[config.mk]
export PLATFORM = sky130hd
export DESIGN_NAME = lcg_fisher_yates_shuffle
export DESIGN_NICKNAME = d
export VERILOG_FILES = /design/src/rtl/lfy_pkg.sv /design/src/rtl/lcg_fisher_yates_shuffle.sv /design/src/rtl/lfy_front.sv /design/src/rtl/lfy_fifo.sv /design/src/rtl/lfy_back.sv
export SDC_FILE = /design/constraint.sdc
export NUM_CORES = 2
export LEC_CHECK = 0
export BUFFER_PORTS_ARGS = -buffer_cell sky130_fd_sc_hd__buf_4
export CAP_MARGIN = 20
export CORE_ASPECT_RATIO = 0.5
export CORE_UTILIZATION = 35
export CTS_CLUSTER_SIZE = 8
export DETAILED_ROUTE_END_ITERATION = 6
export PLACE_DENSITY_LB_ADDON = 0.15
export RECOVER_POWER = 25
export SKIP_LAST_GASP = 1
export SLEW_MARGIN = 15
export SYNTH_ARGS = -nofsm -noshare
export SYNTH_HDL_FRONTEND = slang
export SYNTH_HIERARCHICAL = 1
export SYNTH_SLANG_ARGS = --single-unit
[constraint.sdc]
create_clock -name clk -period 9.6 [get_ports clk]
set_input_delay 0.96 -clock clk [delete_from_list [all_inputs] [get_ports clk]]
set_output_delay 0.96 -clock clk [all_outputs]
set_load 0.03 [all_outputs]
[src/rtl/lfy_pkg.sv]
// Shared types and constants of the LCG-driven Fisher-Yates shuffler.
// No dependencies; every other file of the block refers to this package.
package lfy_pkg;

  // Widths fixed by the ports.
  localparam int PORT_W = 32;
  localparam int SEED_W = 32;
  // A count field wide enough for the largest supported store depth.
  localparam int CNT_W  = 7;
  // Bits of the generator used as the random draw.
  localparam int RAND_W = 16;

  localparam logic [SEED_W-1:0] LCG_MUL = 32'd1103515245;
  localparam logic [SEED_W-1:0] LCG_ADD = 32'd12345;

  // Command codes passed from the front end to the engine.
  localparam logic [1:0] OP_STORE      = 2'd0;
  localparam logic [1:0] OP_DROP       = 2'd1;
  localparam logic [1:0] OP_STORE_LAST = 2'd2;
  localparam logic [1:0] OP_DROP_LAST  = 2'd3;

  // For a plain store, count is the slot to write; for a last beat it is the
  // list length after this beat.
  typedef struct packed {
    logic [1:0]        op;
    logic [PORT_W-1:0] element;
    logic [CNT_W-1:0]  count;
    logic              ovf;
  } cmd_t;

  typedef struct packed {
    logic full;
    logic empty;
  } fifo_flags_t;

endpackage

[src/rtl/lcg_fisher_yates_shuffle.sv]
// Top level of the LCG-driven Fisher-Yates list shuffler.
// Depends on lfy_pkg, lfy_front, lfy_fifo and lfy_back.
//
//  channel | handshake                 | payload
//  --------+---------------------------+----------------------------------
//  input   | in_valid / in_stall       | element, last
//  output  | out_valid / out_stall     | element_res, last_res, overflow
//  config  | cfg_we                    | cfg_wdata (seed)
//
// Elements are taken one beat a cycle while the two-entry command queue has room.
// A list of n elements then takes n-1 swap steps, each an LCG multiply, a
// bit-serial modulo of the 16-bit draw, a two-port read and a swap on the single
// write port; then each result is read from the store and loaded for output.
// Synchronous reset empties the queue and output register; the store needs no
// clearing pass. A stalled output holds its beat while the front keeps filling.
module lcg_fisher_yates_shuffle #(
  parameter int DEPTH      = 64,
  parameter int ELEM_WIDTH = 32
) (
  input  logic                       clk,
  input  logic                       rst,
  input  logic                       cfg_we,
  input  logic [lfy_pkg::SEED_W-1:0] cfg_wdata,
  input  logic                       in_valid,
  output logic                       in_stall,
  input  logic [lfy_pkg::PORT_W-1:0] element,
  input  logic                       last,
  output logic                       out_valid,
  input  logic                       out_stall,
  output logic [lfy_pkg::PORT_W-1:0] element_res,
  output logic                       last_res,
  output logic                       overflow
);

  lfy_pkg::cmd_t        front_cmd;
  lfy_pkg::cmd_t        head;
  lfy_pkg::fifo_flags_t flags;
  logic                 push;
  logic                 pop;

  lfy_front #(
    .DEPTH(DEPTH)
  ) u_front (
    .clk      (clk),
    .rst      (rst),
    .in_valid (in_valid),
    .in_stall (in_stall),
    .element  (element),
    .last     (last),
    .flags    (flags),
    .push     (push),
    .cmd      (front_cmd)
  );

  lfy_fifo u_fifo (
    .clk    (clk),
    .rst    (rst),
    .push   (push),
    .wr_cmd (front_cmd),
    .pop    (pop),
    .head   (head),
    .flags  (flags)
  );

  lfy_back #(
    .DEPTH      (DEPTH),
    .ELEM_WIDTH (ELEM_WIDTH)
  ) u_back (
    .clk         (clk),
    .rst         (rst),
    .cfg_we      (cfg_we),
    .cfg_wdata   (cfg_wdata),
    .head        (head),
    .flags       (flags),
    .pop         (pop),
    .out_valid   (out_valid),
    .out_stall   (out_stall),
    .element_res (element_res),
    .last_res    (last_res),
    .overflow    (overflow)
  );

`ifndef SYNTHESIS
  // A stalled result stays on offer with its payload unchanged.
  a_out_hold: assert property (@(posedge clk) disable iff (rst)
    out_valid && out_stall |=> out_valid && $stable(element_res) &&
      $stable(last_res) && $stable(overflow))
    else $error("stalled result changed or was withdrawn");

  // A push into a queue holding one entry, with no pop, must fill it.
  a_fifo_fill: assert property (@(posedge clk) disable iff (rst)
    push && !pop && !flags.empty |=> flags.full)
    else $error("command queue did not report full");

  // A pop from a full queue, with no push, leaves exactly one entry.
  a_fifo_drain: assert property (@(posedge clk) disable iff (rst)
    pop && !push && flags.full |=> !flags.full && !flags.empty)
    else $error("command queue level wrong after pop");

  // Reset leaves the queue empty and no result on offer.
  a_reset: assert property (@(posedge clk)
    rst |=> !out_valid && flags.empty)
    else $error("state not cleared by reset");
`endif

endmodule

[src/rtl/lfy_front.sv]
// Front end: takes input beats, tracks the list length and overflow, and
// turns each beat into a command. Depends on lfy_pkg.
module lfy_front #(
  parameter int DEPTH = 64
) (
  input  logic                       clk,
  input  logic                       rst,
  input  logic                       in_valid,
  output logic                       in_stall,
  input  logic [lfy_pkg::PORT_W-1:0] element,
  input  logic                       last,
  input  lfy_pkg::fifo_flags_t       flags,
  output logic                       push,
  output lfy_pkg::cmd_t              cmd
);

  localparam int CW    = $clog2(DEPTH) + 1;
  localparam int CNT_W = lfy_pkg::CNT_W;

  logic [CW-1:0] count;
  logic          ovf_seen;
  logic          has_room;
  logic [CW-1:0] count_field;

  assign has_room = count < CW'(DEPTH);
  assign in_stall = flags.full;
  assign push     = in_valid && !flags.full;

  always_comb begin
    cmd.element = element;
    if (last) begin
      cmd.op      = has_room ? lfy_pkg::OP_STORE_LAST : lfy_pkg::OP_DROP_LAST;
      count_field = has_room ? count + CW'(1) : count;
      cmd.ovf     = ovf_seen || !has_room;
    end else begin
      cmd.op      = has_room ? lfy_pkg::OP_STORE : lfy_pkg::OP_DROP;
      count_field = count;
      cmd.ovf     = ovf_seen;
    end
    cmd.count = CNT_W'(count_field);
  end

  always_ff @(posedge clk) begin
    if (rst) begin
      count    <= '0;
      ovf_seen <= 1'b0;
    end else if (push) begin
      if (last) begin
        count    <= '0;
        ovf_seen <= 1'b0;
      end else if (has_room) begin
        count <= count + CW'(1);
      end else begin
        ovf_seen <= 1'b1;
      end
    end
  end

endmodule

[src/rtl/lfy_fifo.sv]
// Two-entry command queue between the front end and the shuffle engine.
// Depends on lfy_pkg for the command and flag types.
module lfy_fifo (
  input  logic                 clk,
  input  logic                 rst,
  input  logic                 push,
  input  lfy_pkg::cmd_t        wr_cmd,
  input  logic                 pop,
  output lfy_pkg::cmd_t        head,
  output lfy_pkg::fifo_flags_t flags
);

  lfy_pkg::cmd_t slots [2];
  logic          wr_ptr;
  logic          rd_ptr;
  logic [1:0]    level;

  assign head        = slots[rd_ptr];
  assign flags.full  = level == 2'd2;
  assign flags.empty = level == 2'd0;

  always_ff @(posedge clk) begin
    if (push) begin
      slots[wr_ptr] <= wr_cmd;
    end
  end

  always_ff @(posedge clk) begin
    if (rst) begin
      wr_ptr <= 1'b0;
      rd_ptr <= 1'b0;
      level  <= 2'd0;
    end else begin
      if (push) begin
        wr_ptr <= !wr_ptr;
      end
      if (pop) begin
        rd_ptr <= !rd_ptr;
      end
      if (push && !pop) begin
        level <= level + 2'd1;
      end else if (pop && !push) begin
        level <= level - 2'd1;
      end
    end
  end

endmodule

[src/rtl/lfy_back.sv]
// Shuffle engine: element store, LCG, bit-serial modulo, swap sequencer and
// output register. Depends on lfy_pkg.
module lfy_back #(
  parameter int DEPTH      = 64,
  parameter int ELEM_WIDTH = 32
) (
  input  logic                       clk,
  input  logic                       rst,
  input  logic                       cfg_we,
  input  logic [lfy_pkg::SEED_W-1:0] cfg_wdata,
  input  lfy_pkg::cmd_t              head,
  input  lfy_pkg::fifo_flags_t       flags,
  output logic                       pop,
  output logic                       out_valid,
  input  logic                       out_stall,
  output logic [lfy_pkg::PORT_W-1:0] element_res,
  output logic                       last_res,
  output logic                       overflow
);

  localparam int AW  = $clog2(DEPTH);
  localparam int CW  = AW + 1;
  localparam int PW  = lfy_pkg::PORT_W;
  localparam int SW  = (ELEM_WIDTH < PW) ? ELEM_WIDTH : PW;
  localparam int RW  = lfy_pkg::RAND_W;
  localparam int BW  = $clog2(RW);
  localparam int LW  = lfy_pkg::SEED_W;

  localparam logic [2:0] ST_IDLE = 3'd0;
  localparam logic [2:0] ST_LCG  = 3'd1;
  localparam logic [2:0] ST_DIV  = 3'd2;
  localparam logic [2:0] ST_READ = 3'd3;
  localparam logic [2:0] ST_SW1  = 3'd4;
  localparam logic [2:0] ST_SW2  = 3'd5;
  localparam logic [2:0] ST_ORD  = 3'd6;
  localparam logic [2:0] ST_OWR  = 3'd7;

  logic [2:0]    state;
  logic [LW-1:0] seed;
  logic [LW-1:0] lcg;
  logic [LW-1:0] lcg_next;
  logic [AW-1:0] i;
  logic [AW-1:0] j;
  logic [AW-1:0] k;
  logic [CW-1:0] n;
  logic          ovf_list;
  logic [RW-1:0] dvd;
  logic [BW-1:0] bitcnt;
  logic [SW-1:0] rd_a;
  logic [SW-1:0] rd_b;
  logic [SW-1:0] mem [DEPTH];

  logic          is_store;
  logic          is_last;
  logic [CW-1:0] head_cnt;
  logic          wr_en;
  logic [AW-1:0] wr_addr;
  logic [SW-1:0] wr_data;
  logic [AW-1:0] rd_addr_a;
  logic [CW-1:0] divisor;
  logic [CW-1:0] rem_sh;
  logic [CW-1:0] rem_sub;
  logic          out_load;

  assign pop      = (state == ST_IDLE) && !flags.empty;
  assign head_cnt = head.count[CW-1:0];
  assign is_store = (head.op == lfy_pkg::OP_STORE) || (head.op == lfy_pkg::OP_STORE_LAST);
  assign is_last  = (head.op == lfy_pkg::OP_STORE_LAST) || (head.op == lfy_pkg::OP_DROP_LAST);
  assign lcg_next = LW'(lcg * lfy_pkg::LCG_MUL + lfy_pkg::LCG_ADD);

  // One bit of the restoring division of the draw by i+1 per cycle.
  assign divisor = {1'b0, i} + CW'(1);
  assign rem_sh  = {j, dvd[RW-1]};
  assign rem_sub = rem_sh - divisor;

  assign out_load  = (state == ST_OWR) && (!out_valid || !out_stall);
  assign rd_addr_a = (state == ST_ORD) ? k : i;

  always_comb begin
    wr_en   = 1'b0;
    wr_addr = i;
    wr_data = rd_b;
    unique case (state)
      ST_IDLE: begin
        wr_en   = pop && is_store;
        wr_addr = is_last ? AW'(head_cnt - CW'(1)) : AW'(head_cnt);
        wr_data = head.element[SW-1:0];
      end
      ST_SW1: begin
        wr_en   = 1'b1;
        wr_addr = i;
        wr_data = rd_b;
      end
      ST_SW2: begin
        wr_en   = 1'b1;
        wr_addr = j;
        wr_data = rd_a;
      end
      default: begin
        wr_en = 1'b0;
      end
    endcase
  end

  always_ff @(posedge clk) begin
    if (wr_en) begin
      mem[wr_addr] <= wr_data;
    end
    if ((state == ST_READ) || (state == ST_ORD)) begin
      rd_a <= mem[rd_addr_a];
    end
    if (state == ST_READ) begin
      rd_b <= mem[j];
    end
  end

  always_ff @(posedge clk) begin
    if (rst) begin
      seed <= '0;
    end else if (cfg_we) begin
      seed <= cfg_wdata;
    end
  end

  always_ff @(posedge clk) begin
    if (rst) begin
      state <= ST_IDLE;
    end else begin
      unique case (state)
        ST_IDLE: begin
          if (pop && is_last) begin
            n        <= head_cnt;
            ovf_list <= head.ovf;
            lcg      <= seed;
            k        <= '0;
            if (head_cnt < CW'(2)) begin
              state <= ST_ORD;
            end else begin
              i     <= AW'(head_cnt - CW'(1));
              state <= ST_LCG;
            end
          end
        end
        ST_LCG: begin
          lcg    <= lcg_next;
          dvd    <= lcg_next[LW-1:LW-RW];
          j      <= '0;
          bitcnt <= '0;
          state  <= ST_DIV;
        end
        ST_DIV: begin
          j      <= (rem_sh >= divisor) ? AW'(rem_sub) : AW'(rem_sh);
          dvd    <= dvd << 1;
          bitcnt <= bitcnt + BW'(1);
          if (bitcnt == BW'(RW - 1)) begin
            state <= ST_READ;
          end
        end
        ST_READ: begin
          state <= ST_SW1;
        end
        ST_SW1: begin
          state <= ST_SW2;
        end
        ST_SW2: begin
          if (i == AW'(1)) begin
            state <= ST_ORD;
          end else begin
            i     <= i - AW'(1);
            state <= ST_LCG;
          end
        end
        ST_ORD: begin
          state <= ST_OWR;
        end
        ST_OWR: begin
          if (out_load) begin
            if ({1'b0, k} == n - CW'(1)) begin
              state <= ST_IDLE;
            end else begin
              k     <= k + AW'(1);
              state <= ST_ORD;
            end
          end
        end
        default: begin
          state <= ST_IDLE;
        end
      endcase
    end
  end

  always_ff @(posedge clk) begin
    if (rst) begin
      out_valid <= 1'b0;
    end else if (out_load) begin
      out_valid <= 1'b1;
    end else if (!out_stall) begin
      out_valid <= 1'b0;
    end
  end

  always_ff @(posedge clk) begin
    if (out_load) begin
      element_res <= PW'(rd_a);
      last_res    <= {1'b0, k} == n - CW'(1);
      overflow    <= ovf_list;
    end
  end

endmodule

-- Word level (Yosys, flattened, before mapping)
Memories as Yosys holds them, arrays and structs flattened. A register that Yosys moved wholly into a read port is not among the register bits.
Cells that the tools add are included.
- add/subtract/negate cells: 11
- multiply operators: 1
- magnitude comparators: 3
- equality and inequality tests: 21
- mux-type cells: 45
- bitwise gates (word level): 1
- reductions and logical operators: 37
- operators by type and width (cell ; number):
    $pmux 32 s2 ; 2
    $mux 6 ; 9
    $pmux 6 s2 ; 4
    $add 32x14->32 const B ; 1
    $mul 32x31->32 const B ; 1
    $mux 32 ; 1
    $pmux 16 s2 ; 1
    $pmux 3 s8 ; 1
    $mux 7 ; 3
    $mux 3 ; 6
    $mux 1 ; 13
    $eq 3x3->1 const B ; 4
    $sub 6x1->6 const B ; 2
    $ne 2x2->1 const B ; 5
    $reduce_and 5->1 ; 2
    $reduce_bool 2->1 ; 5
    $logic_not 1->1 ; 9
    $reduce_and 3->1 ; 3
    $pmux 4 s2 ; 1
    $add 6x1->7 const B ; 1
    $add 7x1->7 const B ; 1
    $eq 6x7->1 ; 1
    $ge 7x7->1 ; 1
    $logic_and 1x1->1 ; 7
    22 further kinds ; 35
- bits in registers: 160
- bits in writable memories: 2132
- input port bits: 70
- output and inout port bits: 36
- logic and storage cells: 140
- memories kept: 2
- memory list (name ; depth ; width ; read ports ; clocked after Yosys merged registers in ; write ports ; line ; RTL):
    u_back.mem ; 64 ; 32 ; 2 ; 2 ; 1 ; lfy_back.sv:51 ; logic [SW-1:0] mem [DEPTH];
    u_fifo.slots ; 2 ; 42 ; 1 ; 1 ; 1 ; lfy_fifo.sv:13 ; lfy_pkg::cmd_t slots [2];

-- Depth between registers and ports, before layout
- depth after elaboration: 7
- mapped depth: 25
- depth with buffers taken out: 24

-- Hierarchy
Netlist, hierarchy kept.
- by module, submodules not included (module ; instances ; cells each ; area an instance (um^2) ; sequential area each (um^2)):
    lfy_back ; 1 ; 5828 ; 111650.8 ; 67504.7
    lfy_fifo ; 1 ; 153 ; 3230.6 ; 2622.5
    lfy_front ; 1 ; 104 ; 785.8 ; 160.2

-- Worst setup path before layout
No wires, ideal clock.
- path kind: register -> register
- start: register u_back.lcg[5]
- end: register u_back.dvd[14] (data pin)
- setup time: 264 ps
- data arrival time: 6354 ps
- required time: 9336 ps
- setup slack: 2983 ps
- stages on the path, launching flop included: 25
- path buffers: 1
- period minus slack after synthesis: 6617 ps
- cell sequence: edfxtp_1 ha_1 xor2_1 ha_1 a21oi_1 fa_1 fa_1 inv_1 fa_1 inv_1 fa_1 inv_1 fa_1 inv_1 fa_1 inv_1 ha_1 clkbuf_1 nand3_1 or3_1 a211oi_1 o211ai_1 a311oi_1 or4_1 nand3_1
- longest elaborated chain between the ends: 3
- RTL lines (element ; line ; RTL):
    start, declared ; lfy_back.sv:40 ; logic [LW-1:0] lcg;
    start signal, assigned ; lfy_back.sv:145 ; lcg <= lcg_next;
    $mul 32x31->32 ; lfy_back.sv:69 ; assign lcg_next = LW'(lcg * lfy_pkg::LCG_MUL + lfy_pkg::LCG_ADD);
    $add 32x14->32 ; lfy_back.sv:69 ;
    $pmux 16 s2 ; lfy_back.sv:129 ; unique case (state)
    end signal, assigned ; lfy_back.sv:146 ; dvd <= lcg_next[LW-1:LW-RW];
    end signal, assigned ; lfy_back.sv:153 ; dvd <= dvd << 1;
    end, declared ; lfy_back.sv:47 ; logic [RW-1:0] dvd;
Every way passes these cells.
A chain may end at the register's enable or synchronous reset.

-- Worst setup path in the final report
- start: register u_back.state[2]
- end: memory u_back/mem[15][13] (netlist bit), enable pin
- longest elaborated chain between the ends: 6
- elaborated cells between the ends (all ways): 10
- those cells by class: eq/ne (2); mux (4); reduce/logical (4)
- RTL lines (element ; line ; RTL):
    start, declared ; lfy_back.sv:38 ; logic [2:0] state;
    start signal, assigned ; lfy_back.sv:127 ; state <= ST_IDLE;
    start signal, assigned ; lfy_back.sv:137 ; state <= ST_ORD;
    start signal, assigned ; lfy_back.sv:140 ; state <= ST_LCG;
    $logic_not 3->1 ; lfy_back.sv:65, lfy_back.sv:83 ;
    $logic_and 1x1->1 ; lfy_back.sv:65 ; assign pop = (state == ST_IDLE) && !flags.empty;
    $logic_and 1x1->1 ; lfy_back.sv:85 ; wr_en = pop && is_store;
    $pmux 1 s2 ; lfy_back.sv:83 ; unique case (state)
    $mux 1 ; lfy_back.sv:106 ; if (wr_en) begin
    $mux 1 (not written as such) ; lfy_back.sv:107 ; mem[wr_addr] <= wr_data;
    end, declared ; lfy_back.sv:51 ;
Parallel ways exist; a longest one is shown, timed or not.

==> results.json <==
{
  "port_buffers": 105,
  "clock-skew-final_ns": 0.0539,
  "numClockSinks": 2357,
  "io-pin-count": 106,
  "clock_tree.htree_level_count": 5,
  "clock_tree_from_tritoncts": "built",
  "netlist_area_sq_um": 116000,
  "setup.worst_path.class": "register to register",
  "finalMaxSlewViolations": 969,
  "postSynthCellCount": 6085,
  "drt_iter0_markers": 9178,
  "synthDominantCellAreaShare_pct": 59.9,
  "critical_path.cell_chain": "and3b_1 > clkbuf_1 > a22oi_1 > o21ai_0 > nand3_1 > nor2_4 > buf_4",
  "synthFlopType": "sky130_fd_sc_hd__edfxtp_1",
  "placed_area_sq_um": 122000,
  "yosysWarningCount": 6,
  "rows": 148,
  "synthDistinctLibCells": 74,
  "clk_root_buffer_cell": "sky130_fd_sc_hd__clkbuf_16",
  "synth_seq_area_share_pct": 60.8,
  "global_route.usage.total_pct": 23.4,
  "cts_made_buffers": 337,
  "detail_route.wirelength.met1_microns": 163000,
  "crit_arrival_ns": 8.38,
  "run_status": "finished with violations",
  "synth.most_common_cell": "sky130_fd_sc_hd__edfxtp_1",
  "number_of_violations_of_the_max_capacitance_limit": 22,
  "timing_worst_slew_pin_value_ns": 3.90,
  "startpoint_class_of_the_critical_path": "register",
  "area_growth_pct": 13.4,
  "synth_top_area_cell": "sky130_fd_sc_hd__edfxtp_1",
  "detail_route.drc_violations": 0,
  "critPathRequiredTime_ns": 10.07,
  "max_stage_delay_ns": 2.39,
  "route.detailed.vias_per_inst": 6.23,
  "synth.top_cells.by_count": "sky130_fd_sc_hd__edfxtp_1 (2308), sky130_fd_sc_hd__mux4_2 (1184), sky130_fd_sc_hd__inv_1 (421)",
  "worst_setup_hold_path_clk_slew_ns": 0.05,
  "rsz0062_at_grt": "no",
  "cts.path.max_buffers": 4,
  "synth.area.top_cells": "sky130_fd_sc_hd__edfxtp_1 (60%), sky130_fd_sc_hd__mux4_2 (23%), sky130_fd_sc_hd__fa_1 (3.3%)",
  "setup_viol": 0,
  "cts_setup_buffers": 0,
  "async_reset_ff_share_pct": 0,
  "wire_per_inst_microns": 37.0,
  "met3_length_microns": 38300,
  "fin_nets": 6792,
  "finalSetupTns_ns": 0,
  "fmax_ghz": 0.127,
  "design.die.area_sq_um": 333000,
  "fin_area_sq_um": 131000,
  "critical_path.n_buffers_inverters": 2,
  "final.fill_count": 28900,
  "worst_setup_path_end_kind": "register",
  "largest_fanout_on_the_critical_path": 38,
  "grt_first_pass_wirelength_microns": 551000,
  "wirelength_microns": 396000,
  "grt_pass1_vias": 68300,
  "violated_checks": "max-capacitance violations, max-slew violations",
  "post_synth.cell_area_avg_sq_um": 19.0,
  "dieHeight_microns": 408,
  "worstHoldPathType": "input port to register",
  "postLayoutCoreUtil_pct": 40.1,
  "insertion_delay_ns": 0.89,
  "route.vias.total": 66600,
  "detailedPlacementHpwl_microns": 233000,
  "synth_seq_cells": 2357,
  "critical-path-top-delay-family": "buffers and inverters",
  "max-slew-margin-rel_pct": -160,
  "antenna_found_initial": 16,
  "number_of_enable_flip_flop_cells_after_synthesis": 2308,
  "sequential_cell_area_sq_um": 70300,
  "drive_above_1_share_pct": 30.5,
  "cts.repair.resized": 0,
  "multi_input_area_sq_um": 42300,
  "detail-route-antenna-nets": 0,
  "finalWorstPathRequiredPeriod_ns": 7.90,
  "final-hold-violation-count": 0,
  "highest-signal-layer": "met5",
  "grt.overflow.total": 0,
  "gp_congestion": 0.832,
  "grt_max_degree": 130,
  "initial_core_util_pct": 35.4,
  "core_region_area_sq_um": 327000,
  "syn_nets": 6566,
  "floorplan.die.width_microns": 815,
  "worst_path_max_delay_cell": "sky130_fd_sc_hd__clkbuf_1",
  "ctsHoldBuffers": 0,
  "drtPass1Iterations": 6,
  "layout_worst_path_cycle_share_pct": 82.3,
  "wl_met2_microns": 183000
}
-- flip-flops by register name, indices dropped and copies added, names as in the netlist, 7 cells and up, named ones only --
register	cells
u_back/mem	2048
u_fifo/slots	84
u_back/element_res	32
u_back/lcg	32
u_back/rd_a	32
u_back/rd_b	32
u_back/seed	32
u_back/dvd	16
u_back/n	7
u_front/count	7
-- worst paths after layout --
check	cells past startpoint	startpoint	slack, ns	to
worst max register to register	7	u_back/state[2]$_SDFFE_PP0P_	1.70	u_back/mem[15][13]$_DFFE_PP_
worst max-delay path	7	u_back/state[2]$_SDFFE_PP0P_	1.70	u_back/mem[15][13]$_DFFE_PP_
worst min register to register	0	u_back/ovf_list$_DFFE_PP_	0.43	u_back/overflow$_DFFE_PP_
worst min-delay path	1	element[11]	0.28	u_fifo/slots[1][19]$_DFFE_PP_
-- cells by family (layout without fill, tap and decap cells) --
kind of cell,after synthesis,in the layout,share of synthesized area [%]
flip-flops,2357,2357,60.8
multiplexers,1274,1274,23.9
buffers and inverters,848,1116,3.18
AO/OA/AOI/OAI,567,567,3.74
AND/OR/NAND/NOR,524,524,1.97
adder cells (fa/ha/maj),411,411,5.67
XOR/XNOR,104,104,0.787
other,0,1,0
-- layout make-up --
| type | count | share of cell area, % |
|---|---|---|
| inverters | 421 | 1.21 |
| repair buffers | 314 | 1.97 |
| clock inverters | 12 | 0.122 |
| well taps | 4350 | 4.15 |
| clock buffers | 369 | 6.69 |
| flip-flops and latches | 2357 | 53.6 |
| diodes | 1 | 0.00191 |
| multi-input cells | 2880 | 32.3 |
-- worst register-to-register path, cell delays in order (launching register included) --
cell	delay, ns
sky130_fd_sc_hd__dfxtp_1	0.81
sky130_fd_sc_hd__and3b_1	0.78
sky130_fd_sc_hd__clkbuf_1	2.40
sky130_fd_sc_hd__a22oi_1	0.43
sky130_fd_sc_hd__o21ai_0	0.38
sky130_fd_sc_hd__nand3_1	0.92
sky130_fd_sc_hd__nor2_4	0.97
sky130_fd_sc_hd__buf_4	0.79
-- cell usage in the layout, fill, tap and decap left out, types with 7 or more instances in the layout --
cell type,synthesis,routed
sky130_fd_sc_hd__edfxtp_1,2308,2308
sky130_fd_sc_hd__mux4_2,1184,1184
sky130_fd_sc_hd__inv_1,421,421
sky130_fd_sc_hd__clkbuf_16,0,347
sky130_fd_sc_hd__nand2_1,228,224
sky130_fd_sc_hd__ha_1,223,223
sky130_fd_sc_hd__a22oi_1,200,200
sky130_fd_sc_hd__fa_1,188,188
sky130_fd_sc_hd__buf_4,46,184
sky130_fd_sc_hd__nor2_1,171,100
sky130_fd_sc_hd__clkbuf_1,208,92
sky130_fd_sc_hd__o21ai_0,74,74
sky130_fd_sc_hd__nor2_4,0,71
sky130_fd_sc_hd__a22o_1,64,64
sky130_fd_sc_hd__xnor2_1,60,60
sky130_fd_sc_hd__a21oi_1,51,50
sky130_fd_sc_hd__dfxtp_1,49,49
sky130_fd_sc_hd__xor2_1,44,44
sky130_fd_sc_hd__a221oi_1,42,42
sky130_fd_sc_hd__mux2_2,52,41
sky130_fd_sc_hd__mux2i_1,37,36
sky130_fd_sc_hd__buf_12,0,33
sky130_fd_sc_hd__o221ai_1,32,32
sky130_fd_sc_hd__nand3_1,29,30
sky130_fd_sc_hd__a221oi_2,25,25
sky130_fd_sc_hd__clkbuf_4,0,23
sky130_fd_sc_hd__nor3_1,22,22
sky130_fd_sc_hd__a21o_1,13,13
sky130_fd_sc_hd__a211oi_1,13,13
sky130_fd_sc_hd__or3_1,11,12
sky130_fd_sc_hd__nor2b_1,11,11
sky130_fd_sc_hd__mux2_1,0,11
sky130_fd_sc_hd__nand2b_1,8,8
sky130_fd_sc_hd__a31oi_1,8,8
sky130_fd_sc_hd__nor3b_1,8,7
-- through the flow --
stage | hold WS, ns | setup WS (ns) | instances
2_1_floorplan | 0.400 | 2.98 | 6085
3_3_place_gp | 0.410 | 2.30 | 10300
3_5_place_dp | 0.412 | 2.33 | 10300
4_1_cts | 0.198 | 2.26 | 10700
5_1_grt | 0.248 | 1.53 | 10700
6_report | 0.281 | 1.70 | 10700
-- metal layers --
metal / up-vias / GRT usage, %
li1: 25500 / -
met3: 658 / 5.29
met2: 3991 / 36.5
met4: 4 / 6.29
met1: 36500 / 33.2
met5: - / 0
Power is not shown: default switching activity piles up to over one toggle a cycle in this logic, so the estimate is an artifact.
